## config.mk

```make
export PLATFORM = sky130hd
export DESIGN_NAME = motor_jarring_sequencer
export DESIGN_NICKNAME = d
export VERILOG_FILES = /design/src/hw/rtl/mjs_pkg.sv /design/src/hw/rtl/mjs_useq.sv /design/src/hw/rtl/mjs_div.sv /design/src/hw/rtl/motor_jarring_sequencer.sv
export SDC_FILE = /design/constraint.sdc
export NUM_CORES = 1
export LEC_CHECK = 0
export CAP_MARGIN = 20
export CORE_MARGIN = 1.5
export CORE_UTILIZATION = 58
export CTS_CLUSTER_SIZE = 25
export DETAILED_ROUTE_END_ITERATION = 10
export DONT_BUFFER_PORTS = 1
export PLACE_DENSITY = 0.81
export SLEW_MARGIN = 20
export SYNTH_ARGS = -nofsm -noshare
export SYNTH_HDL_FRONTEND = slang
export SYNTH_HIERARCHICAL = 1
export SYNTH_SLANG_ARGS = --single-unit
```

## constraint.sdc

```tcl
create_clock -name aclk -period 5.6 [get_ports aclk]
set_input_delay 0.84 -clock aclk [delete_from_list [all_inputs] [get_ports aclk]]
set_output_delay 0.84 -clock aclk [all_outputs]
set_load 0.05 [all_outputs]
```

## src/hw/rtl/mjs_pkg.sv

```systemverilog
// mjs_pkg: shared types, codes and the control store of the jarring sequencer
// used by mjs_useq, mjs_div and motor_jarring_sequencer; no dependencies
package mjs_pkg;

    // sequencer phases held between ticks
    typedef enum logic [3:0] {
        PH_IDLE       = 4'd0,
        PH_ARM        = 4'd1,
        PH_PAUSE      = 4'd2,
        PH_CONFIGURE  = 4'd3,
        PH_SET_FIRST  = 4'd4,
        PH_WAIT_FIRST = 4'd5,
        PH_SET_SECOND = 4'd6,
        PH_WAIT_SECOND = 4'd7,
        PH_COUNT      = 4'd8,
        PH_RESTORE    = 4'd9
    } phase_t;

    // result command codes
    localparam logic [1:0] CMD_NONE     = 2'd0;
    localparam logic [1:0] CMD_SET_FREQ = 2'd1;
    localparam logic [1:0] CMD_APPLY    = 2'd2;
    localparam logic [1:0] CMD_RESTORE  = 2'd3;

    // result event codes
    localparam logic [1:0] EV_NONE   = 2'd0;
    localparam logic [1:0] EV_FIRST  = 2'd1;
    localparam logic [1:0] EV_SECOND = 2'd2;

    // configuration register indexes
    localparam int CFG_IDX_W = 4;
    localparam logic [CFG_IDX_W-1:0] CFG_MODE_ENABLED   = 4'd0;
    localparam logic [CFG_IDX_W-1:0] CFG_FIRST_FREQ     = 4'd1;
    localparam logic [CFG_IDX_W-1:0] CFG_SECOND_FREQ    = 4'd2;
    localparam logic [CFG_IDX_W-1:0] CFG_PERIOD_SECONDS = 4'd3;
    localparam logic [CFG_IDX_W-1:0] CFG_JAR_COUNT      = 4'd4;
    localparam logic [CFG_IDX_W-1:0] CFG_UP_RATE        = 4'd5;
    localparam logic [CFG_IDX_W-1:0] CFG_DOWN_RATE      = 4'd6;
    localparam logic [CFG_IDX_W-1:0] CFG_BASE_FREQ      = 4'd7;
    localparam int CFG_DATA_W = 16;

    // field widths
    localparam int FREQ_W = 15;
    localparam int RAMP_W = 21;
    localparam int TIME_W = 32;
    localparam int PER_W  = 16;
    localparam int CNT_W  = 10;

    // divider dividend is base_freq * 100
    localparam int DVD_W = 22;
    localparam logic [DVD_W-1:0] RAMP_SCALE = 22'd100;

    // micro-operations driven into the datapath
    typedef enum logic [2:0] {
        OP_NOP,
        OP_LATCH_IN,
        OP_RESOLVE,
        OP_DIV_UP,
        OP_DIV_DOWN,
        OP_EXEC
    } uop_t;

    // jump conditions: jump when true, else fall through
    typedef enum logic [2:0] {
        JC_NEVER,
        JC_ALWAYS,
        JC_NO_INPUT,
        JC_NOT_CONFIG,
        JC_DIV_BUSY,
        JC_OUT_BLOCKED
    } jcond_t;

    localparam int UPC_W = 3;

    typedef struct packed {
        uop_t             op;
        jcond_t           jc;
        logic [UPC_W-1:0] target;
    } ucw_t;

    // status flags fed back to the sequencer
    typedef struct packed {
        logic no_input;
        logic not_config;
        logic div_busy;
        logic out_blocked;
    } ucond_t;

    // control store
    localparam logic [UPC_W-1:0] UA_FETCH   = 3'd0;
    localparam logic [UPC_W-1:0] UA_WAIT_UP = 3'd3;
    localparam logic [UPC_W-1:0] UA_WAIT_DN = 3'd5;
    localparam logic [UPC_W-1:0] UA_EXEC    = 3'd6;

    function automatic ucw_t mjs_rom(input logic [UPC_W-1:0] addr);
        ucw_t w;
        begin
            case (addr)
                3'd0: w = '{op: OP_LATCH_IN, jc: JC_NO_INPUT,    target: UA_FETCH};
                3'd1: w = '{op: OP_RESOLVE,  jc: JC_NOT_CONFIG,  target: UA_EXEC};
                3'd2: w = '{op: OP_DIV_UP,   jc: JC_NEVER,       target: UA_FETCH};
                3'd3: w = '{op: OP_NOP,      jc: JC_DIV_BUSY,    target: UA_WAIT_UP};
                3'd4: w = '{op: OP_DIV_DOWN, jc: JC_NEVER,       target: UA_FETCH};
                3'd5: w = '{op: OP_NOP,      jc: JC_DIV_BUSY,    target: UA_WAIT_DN};
                3'd6: w = '{op: OP_EXEC,     jc: JC_OUT_BLOCKED, target: UA_EXEC};
                default: w = '{op: OP_NOP,   jc: JC_ALWAYS,      target: UA_FETCH};
            endcase
            return w;
        end
    endfunction

endpackage

```

## src/hw/rtl/mjs_useq.sv

```systemverilog
// mjs_useq: step counter and control store lookup of the jarring sequencer
// depends on mjs_pkg
module mjs_useq (
    input  logic           aclk,
    input  logic           aresetn,
    input  mjs_pkg::ucond_t cond,
    output mjs_pkg::ucw_t   ucw
);

    logic [mjs_pkg::UPC_W-1:0] upc_reg, upc_next;
    logic                      take;

    assign ucw = mjs_pkg::mjs_rom(upc_reg);

    // jump condition select
    always_comb begin
        case (ucw.jc)
            mjs_pkg::JC_NEVER:       take = 1'b0;
            mjs_pkg::JC_ALWAYS:      take = 1'b1;
            mjs_pkg::JC_NO_INPUT:    take = cond.no_input;
            mjs_pkg::JC_NOT_CONFIG:  take = cond.not_config;
            mjs_pkg::JC_DIV_BUSY:    take = cond.div_busy;
            mjs_pkg::JC_OUT_BLOCKED: take = cond.out_blocked;
            default:                 take = 1'b1;
        endcase
        upc_next = take ? ucw.target : upc_reg + 1'b1;
    end

    // step counter
    always_ff @(posedge aclk) begin
        if (!aresetn) begin
            upc_reg <= mjs_pkg::UA_FETCH;
        end else begin
            upc_reg <= upc_next;
        end
    end

endmodule

```

## src/hw/rtl/mjs_div.sv

```systemverilog
// mjs_div: serial restoring divider for ramp times, (base * 100) / rate
// one quotient bit per cycle, saturated to the ramp width; depends on mjs_pkg
module mjs_div (
    input  logic                          aclk,
    input  logic                          aresetn,
    input  logic                          start,
    input  logic [mjs_pkg::FREQ_W-1:0]    base,
    input  logic [mjs_pkg::FREQ_W-1:0]    divisor,
    output logic                          busy,
    output logic [mjs_pkg::RAMP_W-1:0]    quotient
);

    localparam int CW = $clog2(mjs_pkg::DVD_W + 1);

    logic [mjs_pkg::FREQ_W-1:0] div_reg;
    logic [mjs_pkg::FREQ_W-1:0] rem_reg;
    logic [mjs_pkg::DVD_W-1:0]  quo_reg;
    logic [CW-1:0]              cnt_reg;
    logic                       busy_reg;
    logic [mjs_pkg::FREQ_W:0]   trial;
    logic                       fits;
    logic [mjs_pkg::FREQ_W:0]   diff;

    // trial subtract of one step
    always_comb begin
        trial = {rem_reg, quo_reg[mjs_pkg::DVD_W-1]};
        fits  = trial >= {1'b0, div_reg};
        diff  = trial - {1'b0, div_reg};
    end

    always_ff @(posedge aclk) begin
        if (!aresetn) begin
            busy_reg <= 1'b0;
            cnt_reg  <= '0;
        end else if (start) begin
            busy_reg <= 1'b1;
            cnt_reg  <= CW'(mjs_pkg::DVD_W);
        end else if (busy_reg) begin
            cnt_reg <= cnt_reg - 1'b1;
            if (cnt_reg == CW'(1)) begin
                busy_reg <= 1'b0;
            end
        end
    end

    // shift register carries dividend bits out and quotient bits in
    always_ff @(posedge aclk) begin
        if (start) begin
            div_reg <= divisor;
            rem_reg <= '0;
            quo_reg <= mjs_pkg::DVD_W'(base) * mjs_pkg::RAMP_SCALE;
        end else if (busy_reg) begin
            rem_reg <= fits ? diff[mjs_pkg::FREQ_W-1:0] : trial[mjs_pkg::FREQ_W-1:0];
            quo_reg <= {quo_reg[mjs_pkg::DVD_W-2:0], fits};
        end
    end

    assign busy     = busy_reg;
    assign quotient = (|quo_reg[mjs_pkg::DVD_W-1:mjs_pkg::RAMP_W]) ? '1
                                                                   : quo_reg[mjs_pkg::RAMP_W-1:0];

endmodule

```

## src/hw/rtl/motor_jarring_sequencer.sv

```systemverilog
// motor_jarring_sequencer: top level, config registers, datapath, output register
// depends on mjs_pkg, mjs_useq, mjs_div
//
// Usage: each input word is one control tick with motor status, time and the
// drive's present limits, ramps and setpoint. Every accepted tick gives
// exactly one result word on the m_ channel: a command with its values, the
// event seen and the phase after the tick. Configuration words go through
// cfg_valid/cfg_ready (ready whenever out of reset); the user must write them
// only while idle, which the block itself does not enforce.
// Program: a microcoded step counter runs a short program per tick. An
// ordinary tick is latched, its phase resolved and its result written to the
// output register in the execute step; the next tick is accepted once the
// program is back at the fetch step. The configure tick runs the serial
// divider twice (one quotient bit per cycle) between resolve and execute, for
// the up and down ramps; each zero rate skips its division.
// The result sits in an output register; the next tick is accepted while it
// waits. If the receiver stalls, the next result waits in the execute step
// and s_ready stays low until the output register is free.
// Reset (aresetn low, synchronous) returns the phase to idle, clears the
// counters and the configuration (base_freq to 5000) and empties the output.
module motor_jarring_sequencer #(
    parameter int RETRY_LIMIT = 30
) (
    input  logic                              aclk,
    input  logic                              aresetn,
    // configuration
    input  logic                              cfg_valid,
    output logic                              cfg_ready,
    input  logic [mjs_pkg::CFG_IDX_W-1:0]     cfg_index,
    input  logic [mjs_pkg::CFG_DATA_W-1:0]    cfg_data,
    // tick input
    input  logic                              s_valid,
    output logic                              s_ready,
    input  logic                              s_motor_stopped,
    input  logic                              s_motor_running,
    input  logic [mjs_pkg::TIME_W-1:0]        s_now_seconds,
    input  logic                              s_setpoint_reached,
    input  logic [mjs_pkg::FREQ_W-1:0]        s_measured_freq,
    input  logic [mjs_pkg::FREQ_W-1:0]        s_drive_low_limit,
    input  logic [mjs_pkg::FREQ_W-1:0]        s_drive_high_limit,
    input  logic [mjs_pkg::RAMP_W-1:0]        s_drive_ramp_up,
    input  logic [mjs_pkg::RAMP_W-1:0]        s_drive_ramp_down,
    input  logic [mjs_pkg::FREQ_W-1:0]        s_drive_setpoint,
    // result output
    output logic                              m_valid,
    input  logic                              m_ready,
    output logic [1:0]                        m_command,
    output logic [mjs_pkg::FREQ_W-1:0]        m_freq_cmd,
    output logic [mjs_pkg::FREQ_W-1:0]        m_min_freq_cmd,
    output logic [mjs_pkg::FREQ_W-1:0]        m_max_freq_cmd,
    output logic [mjs_pkg::RAMP_W-1:0]        m_ramp_up_cmd,
    output logic                              m_ramp_up_valid,
    output logic [mjs_pkg::RAMP_W-1:0]        m_ramp_down_cmd,
    output logic                              m_ramp_down_valid,
    output logic [1:0]                        m_event_res,
    output logic [3:0]                        m_phase
);

    localparam int RW = $clog2(RETRY_LIMIT + 2);
    localparam int FW = mjs_pkg::FREQ_W;
    localparam int AW = mjs_pkg::RAMP_W;

    // configuration registers
    logic                     mode_enabled_reg;
    logic [FW-1:0]            first_freq_reg, second_freq_reg;
    logic [mjs_pkg::PER_W-1:0] period_seconds_reg;
    logic [mjs_pkg::CNT_W-1:0] jar_count_reg;
    logic [FW-1:0]            up_rate_reg, down_rate_reg, base_freq_reg;

    // sequencer state
    mjs_pkg::phase_t           phase_reg, phase_next;
    logic [mjs_pkg::TIME_W-1:0] period_start_reg, period_start_next;
    logic [mjs_pkg::CNT_W-1:0]  swings_done_reg, swings_done_next;
    logic [RW-1:0]             retry_wait_reg, retry_wait_next;
    logic [FW-1:0]             saved_low_reg, saved_high_reg, saved_set_reg;
    logic [AW-1:0]             saved_up_reg, saved_down_reg;
    logic [AW-1:0]             ramp_up_q_reg;

    // latched tick
    logic                      in_stopped_reg, in_running_reg, in_reached_reg;
    logic [mjs_pkg::TIME_W-1:0] in_now_reg;
    logic [FW-1:0]             in_meas_reg, in_low_reg, in_high_reg, in_set_reg;
    logic [AW-1:0]             in_up_reg, in_down_reg;

    // output register
    logic                      m_valid_reg;
    logic [1:0]                cmd_reg, cmd_next, ev_reg, ev_next;
    logic [FW-1:0]             freq_reg, freq_next, min_reg, min_next, max_reg, max_next;
    logic [AW-1:0]             up_reg, up_next, down_reg, down_next;
    logic                      upv_reg, upv_next, dnv_reg, dnv_next;
    logic [3:0]                ph_out_reg;

    mjs_pkg::ucw_t   ucw;
    mjs_pkg::ucond_t cond;
    logic            div_start, div_busy;
    logic [FW-1:0]   div_divisor;
    logic [AW-1:0]   div_q;
    logic            forced;
    mjs_pkg::phase_t eff_phase;
    logic            out_blocked;
    logic            exec_fire;

    // sequencer and divider
    mjs_useq u_useq (
        .aclk    (aclk),
        .aresetn (aresetn),
        .cond    (cond),
        .ucw     (ucw)
    );

    mjs_div u_div (
        .aclk     (aclk),
        .aresetn  (aresetn),
        .start    (div_start),
        .base     (base_freq_reg),
        .divisor  (div_divisor),
        .busy     (div_busy),
        .quotient (div_q)
    );

    // forced restore on mode off or stopped motor past the pause
    assign forced    = (!mode_enabled_reg || in_stopped_reg) && (phase_reg > mjs_pkg::PH_PAUSE);
    assign eff_phase = forced ? mjs_pkg::PH_RESTORE : phase_reg;

    assign out_blocked = m_valid_reg && !m_ready;
    assign exec_fire   = (ucw.op == mjs_pkg::OP_EXEC) && !out_blocked;

    assign s_ready   = aresetn && (ucw.op == mjs_pkg::OP_LATCH_IN);
    assign cfg_ready = aresetn;

    assign cond.no_input    = !s_valid;
    assign cond.not_config  = (eff_phase != mjs_pkg::PH_CONFIGURE);
    assign cond.div_busy    = div_busy;
    assign cond.out_blocked = out_blocked;

    // divider launch, skipped for a zero rate
    always_comb begin
        div_start   = 1'b0;
        div_divisor = up_rate_reg;
        case (ucw.op)
            mjs_pkg::OP_DIV_UP: begin
                div_divisor = up_rate_reg;
                div_start   = |up_rate_reg;
            end
            mjs_pkg::OP_DIV_DOWN: begin
                div_divisor = down_rate_reg;
                div_start   = |down_rate_reg;
            end
            default: begin
                div_start = 1'b0;
            end
        endcase
    end

    // configuration writes
    always_ff @(posedge aclk) begin
        if (!aresetn) begin
            mode_enabled_reg   <= 1'b0;
            first_freq_reg     <= '0;
            second_freq_reg    <= '0;
            period_seconds_reg <= '0;
            jar_count_reg      <= '0;
            up_rate_reg        <= '0;
            down_rate_reg      <= '0;
            base_freq_reg      <= FW'(5000);
        end else if (cfg_valid && cfg_ready) begin
            case (cfg_index)
                mjs_pkg::CFG_MODE_ENABLED:   mode_enabled_reg   <= cfg_data[0];
                mjs_pkg::CFG_FIRST_FREQ:     first_freq_reg     <= cfg_data[FW-1:0];
                mjs_pkg::CFG_SECOND_FREQ:    second_freq_reg    <= cfg_data[FW-1:0];
                mjs_pkg::CFG_PERIOD_SECONDS: period_seconds_reg <= cfg_data[mjs_pkg::PER_W-1:0];
                mjs_pkg::CFG_JAR_COUNT:      jar_count_reg      <= cfg_data[mjs_pkg::CNT_W-1:0];
                mjs_pkg::CFG_UP_RATE:        up_rate_reg        <= cfg_data[FW-1:0];
                mjs_pkg::CFG_DOWN_RATE:      down_rate_reg      <= cfg_data[FW-1:0];
                mjs_pkg::CFG_BASE_FREQ:      base_freq_reg      <= cfg_data[FW-1:0];
                default: begin
                end
            endcase
        end
    end

    // tick latch
    always_ff @(posedge aclk) begin
        if (s_valid && s_ready) begin
            in_stopped_reg <= s_motor_stopped;
            in_running_reg <= s_motor_running;
            in_now_reg     <= s_now_seconds;
            in_reached_reg <= s_setpoint_reached;
            in_meas_reg    <= s_measured_freq;
            in_low_reg     <= s_drive_low_limit;
            in_high_reg    <= s_drive_high_limit;
            in_up_reg      <= s_drive_ramp_up;
            in_down_reg    <= s_drive_ramp_down;
            in_set_reg     <= s_drive_setpoint;
        end
        if (ucw.op == mjs_pkg::OP_DIV_DOWN) begin
            ramp_up_q_reg <= div_q;
        end
    end

    // phase step of one tick
    always_comb begin
        logic [FW-1:0]             target;
        logic [RW-1:0]             retry_inc;
        logic [mjs_pkg::CNT_W-1:0] swings_inc;
        logic [mjs_pkg::TIME_W-1:0] elapsed;
        logic [FW-1:0]             lo_ff, hi_ff;

        target     = (phase_reg == mjs_pkg::PH_WAIT_FIRST) ? first_freq_reg : second_freq_reg;
        retry_inc  = retry_wait_reg + 1'b1;
        swings_inc = swings_done_reg + 1'b1;
        elapsed    = in_now_reg - period_start_reg;
        lo_ff      = (first_freq_reg < second_freq_reg) ? first_freq_reg : second_freq_reg;
        hi_ff      = (first_freq_reg > second_freq_reg) ? first_freq_reg : second_freq_reg;

        phase_next        = phase_reg;
        period_start_next = period_start_reg;
        swings_done_next  = swings_done_reg;
        retry_wait_next   = retry_wait_reg;
        cmd_next  = mjs_pkg::CMD_NONE;
        ev_next   = mjs_pkg::EV_NONE;
        freq_next = '0;
        min_next  = '0;
        max_next  = '0;
        up_next   = '0;
        upv_next  = 1'b0;
        down_next = '0;
        dnv_next  = 1'b0;

        case (phase_reg)
            mjs_pkg::PH_IDLE: begin
                if (mode_enabled_reg && in_running_reg) begin
                    phase_next = mjs_pkg::PH_ARM;
                end
            end
            mjs_pkg::PH_ARM: begin
                period_start_next = in_now_reg;
                phase_next        = mjs_pkg::PH_PAUSE;
            end
            mjs_pkg::PH_PAUSE: begin
                if (elapsed > mjs_pkg::TIME_W'(period_seconds_reg)) begin
                    phase_next = mjs_pkg::PH_CONFIGURE;
                end
            end
            mjs_pkg::PH_CONFIGURE: begin
                cmd_next   = mjs_pkg::CMD_APPLY;
                min_next   = (in_high_reg < lo_ff) ? in_high_reg : lo_ff;
                max_next   = (in_low_reg > hi_ff) ? in_low_reg : hi_ff;
                if (|up_rate_reg) begin
                    up_next  = ramp_up_q_reg;
                    upv_next = 1'b1;
                end
                if (|down_rate_reg) begin
                    down_next = div_q;
                    dnv_next  = 1'b1;
                end
                phase_next = mjs_pkg::PH_SET_FIRST;
            end
            mjs_pkg::PH_SET_FIRST, mjs_pkg::PH_SET_SECOND: begin
                cmd_next   = mjs_pkg::CMD_SET_FREQ;
                freq_next  = (phase_reg == mjs_pkg::PH_SET_FIRST) ? first_freq_reg
                                                                  : second_freq_reg;
                phase_next = mjs_pkg::phase_t'(phase_reg + 4'd1);
            end
            mjs_pkg::PH_WAIT_FIRST, mjs_pkg::PH_WAIT_SECOND: begin
                if (in_reached_reg && (in_meas_reg == target)) begin
                    ev_next    = (phase_reg == mjs_pkg::PH_WAIT_FIRST) ? mjs_pkg::EV_FIRST
                                                                       : mjs_pkg::EV_SECOND;
                    phase_next = mjs_pkg::phase_t'(phase_reg + 4'd1);
                end else if (retry_inc > RW'(RETRY_LIMIT)) begin
                    retry_wait_next = '0;
                    phase_next      = mjs_pkg::phase_t'(phase_reg - 4'd1);
                end else begin
                    retry_wait_next = retry_inc;
                end
            end
            mjs_pkg::PH_COUNT: begin
                if (swings_inc >= jar_count_reg) begin
                    swings_done_next = '0;
                    phase_next       = mjs_pkg::PH_RESTORE;
                end else begin
                    swings_done_next = swings_inc;
                    phase_next       = mjs_pkg::PH_SET_FIRST;
                end
            end
            mjs_pkg::PH_RESTORE: begin
                cmd_next   = mjs_pkg::CMD_RESTORE;
                freq_next  = saved_set_reg;
                min_next   = saved_low_reg;
                max_next   = saved_high_reg;
                up_next    = saved_up_reg;
                upv_next   = 1'b1;
                down_next  = saved_down_reg;
                dnv_next   = 1'b1;
                phase_next = mjs_pkg::PH_IDLE;
            end
            default: begin
                phase_next = mjs_pkg::PH_IDLE;
            end
        endcase
    end

    // sequencer state registers
    always_ff @(posedge aclk) begin
        if (!aresetn) begin
            phase_reg        <= mjs_pkg::PH_IDLE;
            period_start_reg <= '0;
            swings_done_reg  <= '0;
            retry_wait_reg   <= '0;
        end else if (ucw.op == mjs_pkg::OP_RESOLVE) begin
            phase_reg <= eff_phase;
        end else if (exec_fire) begin
            phase_reg        <= phase_next;
            period_start_reg <= period_start_next;
            swings_done_reg  <= swings_done_next;
            retry_wait_reg   <= retry_wait_next;
        end
    end

    // saved drive settings, written on the configure tick
    always_ff @(posedge aclk) begin
        if (exec_fire && (phase_reg == mjs_pkg::PH_CONFIGURE)) begin
            saved_low_reg  <= in_low_reg;
            saved_high_reg <= in_high_reg;
            saved_up_reg   <= in_up_reg;
            saved_down_reg <= in_down_reg;
            saved_set_reg  <= in_set_reg;
        end
    end

    // output word register
    always_ff @(posedge aclk) begin
        if (!aresetn) begin
            m_valid_reg <= 1'b0;
        end else if (exec_fire) begin
            m_valid_reg <= 1'b1;
        end else if (m_ready) begin
            m_valid_reg <= 1'b0;
        end
    end

    always_ff @(posedge aclk) begin
        if (exec_fire) begin
            cmd_reg    <= cmd_next;
            freq_reg   <= freq_next;
            min_reg    <= min_next;
            max_reg    <= max_next;
            up_reg     <= up_next;
            upv_reg    <= upv_next;
            down_reg   <= down_next;
            dnv_reg    <= dnv_next;
            ev_reg     <= ev_next;
            ph_out_reg <= phase_next;
        end
    end

    assign m_valid           = m_valid_reg;
    assign m_command         = cmd_reg;
    assign m_freq_cmd        = freq_reg;
    assign m_min_freq_cmd    = min_reg;
    assign m_max_freq_cmd    = max_reg;
    assign m_ramp_up_cmd     = up_reg;
    assign m_ramp_up_valid   = upv_reg;
    assign m_ramp_down_cmd   = down_reg;
    assign m_ramp_down_valid = dnv_reg;
    assign m_event_res       = ev_reg;
    assign m_phase           = ph_out_reg;

endmodule
```

==> summary.txt, run 1 <==
Timing
  – Setup Skew: 0.0119 ns
  – Setup violators final: 0
  – Period utilisation layout: around 88%
  – Final worst slack: 0.685 ns
  – Slew Viols, Final: 0
  – Rel. slew slack: approximately 30%
  – Fin Setup TNS: 0 ns
  – Worst slew pin tran: between 1 and 1.5 ns
  – RSZ-0062 raised after global routing: no
  – Endpoints failing hold: 0
  – Final min period: 4.92 ns
  – Fmax: 203 MHz
  – Hold Worst Slack: 0.326 ns

Die
  – Die W: 222 um
  – Die height: roughly 220 um
  – IO Pins: around 260
  – Core ar.: 47,500 um^2
  – Rows: 80
  – Initial Util: approximately three fifths
  – Die area: approximately 49,000 um^2

Place
  – Port bufs: 0
  – Pre-CTS setup slack: 0.760 ns
  – DP HPWL: 47.4 mm
  – Dpl cells: 3,043
  – RD Place Congestion: 0.957
  – Placed Area: 28,500 um^2

Pwr
  – Switching share of power: 29.7%
  – Sequential share of power: between 50% and 60%
  – Clk pwr share: about 34%
  – Leak pwr: 11.3 nW
  – Int Pwr: roughly 7.6 mW
  – Total power: 10.8 mW
  – Worst VDD drop: roughly 0.00029 V
  – Combinational Power Share: between 15 and 20%
  – P_sw: 3.22 mW
  – Power density cells: roughly 360 nW/um^2

Detailed routing
  – Via count: 19.0k
  – Antenna-violating nets left: 0
  – Detailed Routing Iterations Pass 1: 6
  – Routed wire per std cell: 21.0 um
  – Residual DRC count: 0
  – DR iter-0 viols: 1,587
  – Detail-routed via count per cell: 6.04
  – Drt total wl: 66.1 mm

CTS
  – Post-cts hold buffer count: 0
  – Setup bufs post-CTS: 0
  – Post-CTS resize count: 0
  – Inserted Clock Buffers: 56
  – Number of H-tree levels: 2
  – Clk buf depth: 3
  – Clock Root Buffer: clkbuf_16
  – CTS tree: yes
  – Clock Latency Late Sink: about 0.6 ns
  – Clock-pin slew of the registers on the worst-case setup and hold paths: 0.06 ns
  – Clock Sinks: between 500 and 600

Worst setup path
  – CP dominant cell by count: nor2_1
  – CP Launch Type: flip-flop
  – Req. time, crit path: 6.01 ns
  – CP Max Fanout: 20
  – Register-to-register setup slack: 0.68 ns
  – CP arrival: between 5 and 6 ns
  – Crit path kind: flip-flop to flip-flop
  – Max incr delay on CP: between 0.5 and 0.6 ns
  – Worst path cell trace: inv_1 -> ha_1 -> nand4_1 -> nor2_1 -> o21a_1 -> o21a_1 -> nor2_1 -> a21oi_2 -> buf_4 -> mux2i_1 -> ha_1 -> a21o_1 -> a21oi_1 -> nor2b_1 -> o21ai_0 -> nand2b_1 -> a21oi_1 -> nor2b_1 -> o31ai_2 -> buf_4 -> nor2_1 -> o32ai_1
  – Worst path slowest cell: o31ai_2
  – CP Capture Type: flip-flop

Status
  – Outcome: finished clean

Job
  – Max-cap violations: 0

Global routing
  – Overall Global Routing Usage: 26.4%
  – Global-route wire length before repair: 102 mm
  – Vias in the first global route: 18.3k
  – Initial antenna violation count: 0
  – Total grt overflow: 0
  – Largest net degree at the start of global routing: 167

Cells and area
  – Commonest non-fill, non-tap cell in the layout: edfxtp_1
  – Most frequent cells in the layout: edfxtp_1 (377), nand2_1 (271), inv_1 (188)
  – Area Overhead vs Synth: 9.00%
  – Final instance area: between 30,000 and 40,000 um^2
  – Share of cells above drive strength 1: slightly below 8%
  – Fin cells: roughly 3.1k
  – Fin util: 63.9%
  – Fin nets: ~2.8k

Yosys
  – Cells after Synth: approximately 2.5k
  – Yosys warnings: 6
  – Syn avg cell area: 11.2 um^2
  – Syn Std Cell Area: 27,900 um^2
  – Syn Nets: 2,852

Hold path
  – Hold Crit Class: input port to flip-flop
layer usage:
| layer | share of wire, % | track usage, % | vias to the layer above |
|---|---|---|---|
| met5 | 0 | 0 | - |
| met4 | 3.0 | 9.52 | 0 |
| met3 | 6.0 | 4.10 | 112 |
| met2 | 47 | 43.5 | 663 |
| met1 | 44 | 35.4 | 9221 |
| li1 | - | - | 9019 |
final cells by class:
cell class              count  area (um^2)
flip-flops and latches    557        14900
fillers                  3552        17200
diodes                      1         2.50
clock inverters            34          345
clock buffers              70         1470
multi-input cells        1655        11900
inverters                 190          716
repair buffers             27          235
well taps                 615          769
power groups by stage:
stage	registers [mW]	clock network (mW)	logic, mW
final	5.47	3.70	1.67
after global routing	5.50	3.92	1.85
after CTS	5.47	3.76	1.65
after detailed placement	5.55	0	1.64
after global placement	5.54	0	1.59
after floorplan	5.44	0	1.30
path summary, 6_finish.rpt:
path	startpoint	endpoint	cells after the start
worst max-delay path	second_freq_reg[13]	m_max_freq_cmd[3]	22
worst min-delay path	s_drive_ramp_up[1]	in_up_reg[1]	0
worst max register to register	second_freq_reg[13]	m_max_freq_cmd[3]	22
worst min register to register	in_down_reg[5]	saved_down_reg[5]	0
worst max-delay path, delay by kind of cell, from the launching register on:
kind / cells / cell delay [ns]
compound gates: 9 / 1.89
fa+ha+maj: 2 / 0.60
buf+inv: 3 / 0.72
flops: 1 / 0.46
mux: 1 / 0.33
simple gates: 7 / 0.70
Power figures use the tool's default switching activity.
==> run 2: changes to the inputs <==
Settings changed: ABC_AREA set to 1.
==> run 2 against run 1 <==
Sequential cell count is the same. Power increased by 11%. Cell count rose by 26%. Hold slack got worse by 0.018 ns. Critical path depth up 2. Non-clock buffer count down 5. Combinational power increased by 73%. Critical path type unchanged.
==> summary.txt, run 2 <==
Status
  – Outcome: finished clean

Global routing
  – Total grt overflow: 0 (unchanged)
  – Vias in the first global route: 20.2k (+10%)
  – Largest net degree at the start of global routing: 143 (-14%)
  – Overall Global Routing Usage: 27.3% (+0.91 points)
  – Global-route wire length before repair: 108 mm (+5.0%)
  – Initial antenna violation count: 7 (+7)

CTS
  – Clock Latency Late Sink: 0.62 ns (+0.02 ns)
  – CTS tree: yes
  – Clock Root Buffer: clkbuf_16
  – Clk buf depth: 3 (unchanged)
  – Inserted Clock Buffers: 55 (-1.8%)
  – Clock Sinks: 557 (unchanged)
  – Post-cts hold buffer count: 0 (unchanged)
  – Setup bufs post-CTS: 0 (unchanged)
  – Clock-pin slew of the registers on the worst-case setup and hold paths: 0.07 ns (about the same)
  – Number of H-tree levels: 2 (unchanged)
  – Post-CTS resize count: 0 (unchanged)

Cells and area
  – Final instance area: 31,100 um^2 (+2.4%)
  – Fillers: 3,929 (+11%)
  – Area Overhead vs Synth: 8.93% (about the same)
  – Fin nets: 3,596 (+27%)
  – Most frequent cells in the layout: nand2_1 (813), inv_1 (492), edfxtp_1 (377)
  – Commonest non-fill, non-tap cell in the layout: nand2_1
  – Share of cells above drive strength 1: 5.20% (-2.6 points)
  – Fin cells: 3,962 (+26%)
  – Storage cell area: 14,900 um^2 (about the same)
  – Multi-input gate area: 11,400 um^2 (-4.0%)

Yosys
  – Cells after Synth: 3,250 (+30%)
  – Yosys warnings: 6 (unchanged)
  – Syn avg cell area: 8.78 um^2 (-21%)
  – Syn Nets: 3,604 (+26%)
  – Syn Std Cell Area: 28,500 um^2 (+2.4%)

Detailed routing
  – DR iter-0 viols: 2,327 (+47%)
  – Antenna-violating nets left: 0 (unchanged)
  – Detailed Routing Iterations Pass 1: 6 (unchanged)
  – Residual DRC count: 0 (unchanged)
  – Drt total wl: 69.1 mm (+4.5%)
  – Detail-routed via count per cell: 5.46 (-9.6%)
  – Routed wire per std cell: 17.4 um (-17%)
  – Via count: 21.6k (+14%)

Worst setup path
  – Crit path kind: flip-flop to flip-flop
  – CP arrival: 4.85 ns (-0.47 ns)
  – CP Launch Type: flip-flop
  – CP Capture Type: flip-flop
  – Req. time, crit path: 5.92 ns (-0.09 ns)
  – CP Max Fanout: 29 (+45%)

Place
  – DP HPWL: 50.2 mm (+5.9%)
  – Port bufs: 0 (unchanged)
  – Dpl cells: 3,849 (+26%)
  – Placed Area: 29,300 um^2 (+2.6%)
  – RD Place Congestion: 0.953 (-0.45%)

Pwr
  – Worst VDD drop: 0.000291 V (+0.23%)
  – Leak pwr: 13.4 nW (+19%)
  – Total power: 12.0 mW (+11%)
  – Power density cells: 388 nW/um^2 (+8.6%)

Timing
  – Setup Skew: 0.0294 ns (+0.0176 ns)
  – Setup violators final: 0 (unchanged)
  – Worst slew pin tran: 1.06 ns (+0.00826 ns)
  – Slew Viols, Final: 0 (unchanged)
  – Final min period: 4.53 ns (-0.386 ns)
  – Fmax: 221 MHz (+8.5%)
  – RSZ-0062 raised after global routing: no
  – Hold Worst Slack: 0.309 ns (-0.0175 ns)
  – Period utilisation layout: 80.9% (-6.9 points)
  – Endpoints failing hold: 0 (unchanged)
  – Rel. slew slack: 29.1% (-0.75 points)

Die
  – Initial Util: 58.5% (about the same)
  – Rows: 81 (+1.3%)
  – Core ar.: 48,700 um^2 (+2.5%)
  – IO Pins: 262 (unchanged)
  – Die area: 50,500 um^2 (+2.4%)
  – Die height: 225 um (+1.2%)
  – Die W: 225 um (+1.2%)

Job
  – Max-cap violations: 0 (unchanged)

Hold path
  – Hold Crit Class: input port to flip-flop
run 2: cell type report:
type | count | share of cell area, %
Multi-Input combinational cell | 2102 | 36.8
Antenna cell | 9 | 0.0724
Sequential cell | 557 | 48.0
Clock inverter | 25 | 0.753
Timing Repair Buffer | 22 | 0.572
Inverter | 504 | 6.12
Clock buffer | 79 | 5.05
Tap cell | 664 | 2.67
run 2: metal layers:
metal | track usage (%) | part of all wire, % | wire length [um]
met5 | 0 | 0.014 | 10
met4 | 10.9 | 3.3 | 2290
met3 | 5.15 | 8.3 | 5750
met2 | 43.9 | 46 | 31800
met1 | 36.4 | 42 | 29200
run 2: final timing paths:
check                                         start            endpoint  slack [ns]  cells past startpoint
worst max-delay path            second_freq_reg[10]  m_max_freq_cmd[11]        1.07                     24
worst min-delay path               s_now_seconds[7]       in_now_reg[7]        0.31                      0
worst max register to register  second_freq_reg[10]  m_max_freq_cmd[11]        1.07                     24
worst min register to register        in_up_reg[17]    saved_up_reg[17]        0.42                      0
run 2: critical path: stages, from the launching register on:
cell,delay [ns]
dfxtp_1,0.33
inv_1,0.11
ha_1,0.31
nand2_1,0.05
inv_1,0.09
o21ai_0,0.10
a21oi_1,0.14
nor2_1,0.07
nand2_1,0.35
o41ai_2,0.16
buf_4,0.22
o21ai_0,0.30
ha_1,0.30
nand2_1,0.08
nor2_1,0.04
a211oi_1,0.15
o21ai_0,0.11
a21oi_1,0.13
nor2_1,0.05
nor2_1,0.08
o21ai_0,0.10
nand2_1,0.60
nand2_1,0.11
o21ai_0,0.13
o21ai_0,0.14
run 2: metrics by stage:
step	TNS (ns)	util [%]	worst slack, ns
after floorplan	-30.07	-	-0.219
after global placement	0	60.0	1.32
after detailed placement	0	60.0	1.15
after CTS	0	63.7	1.12
after global routing	0	63.7	0.506
final	0	63.8	1.07
run 2: power breakdown:
part           switching (mW)  internal (mW)  total, mW
clock                    1.58           2.10       3.68
sequential              0.558           4.92       5.48
combinational            1.97          0.916       2.89
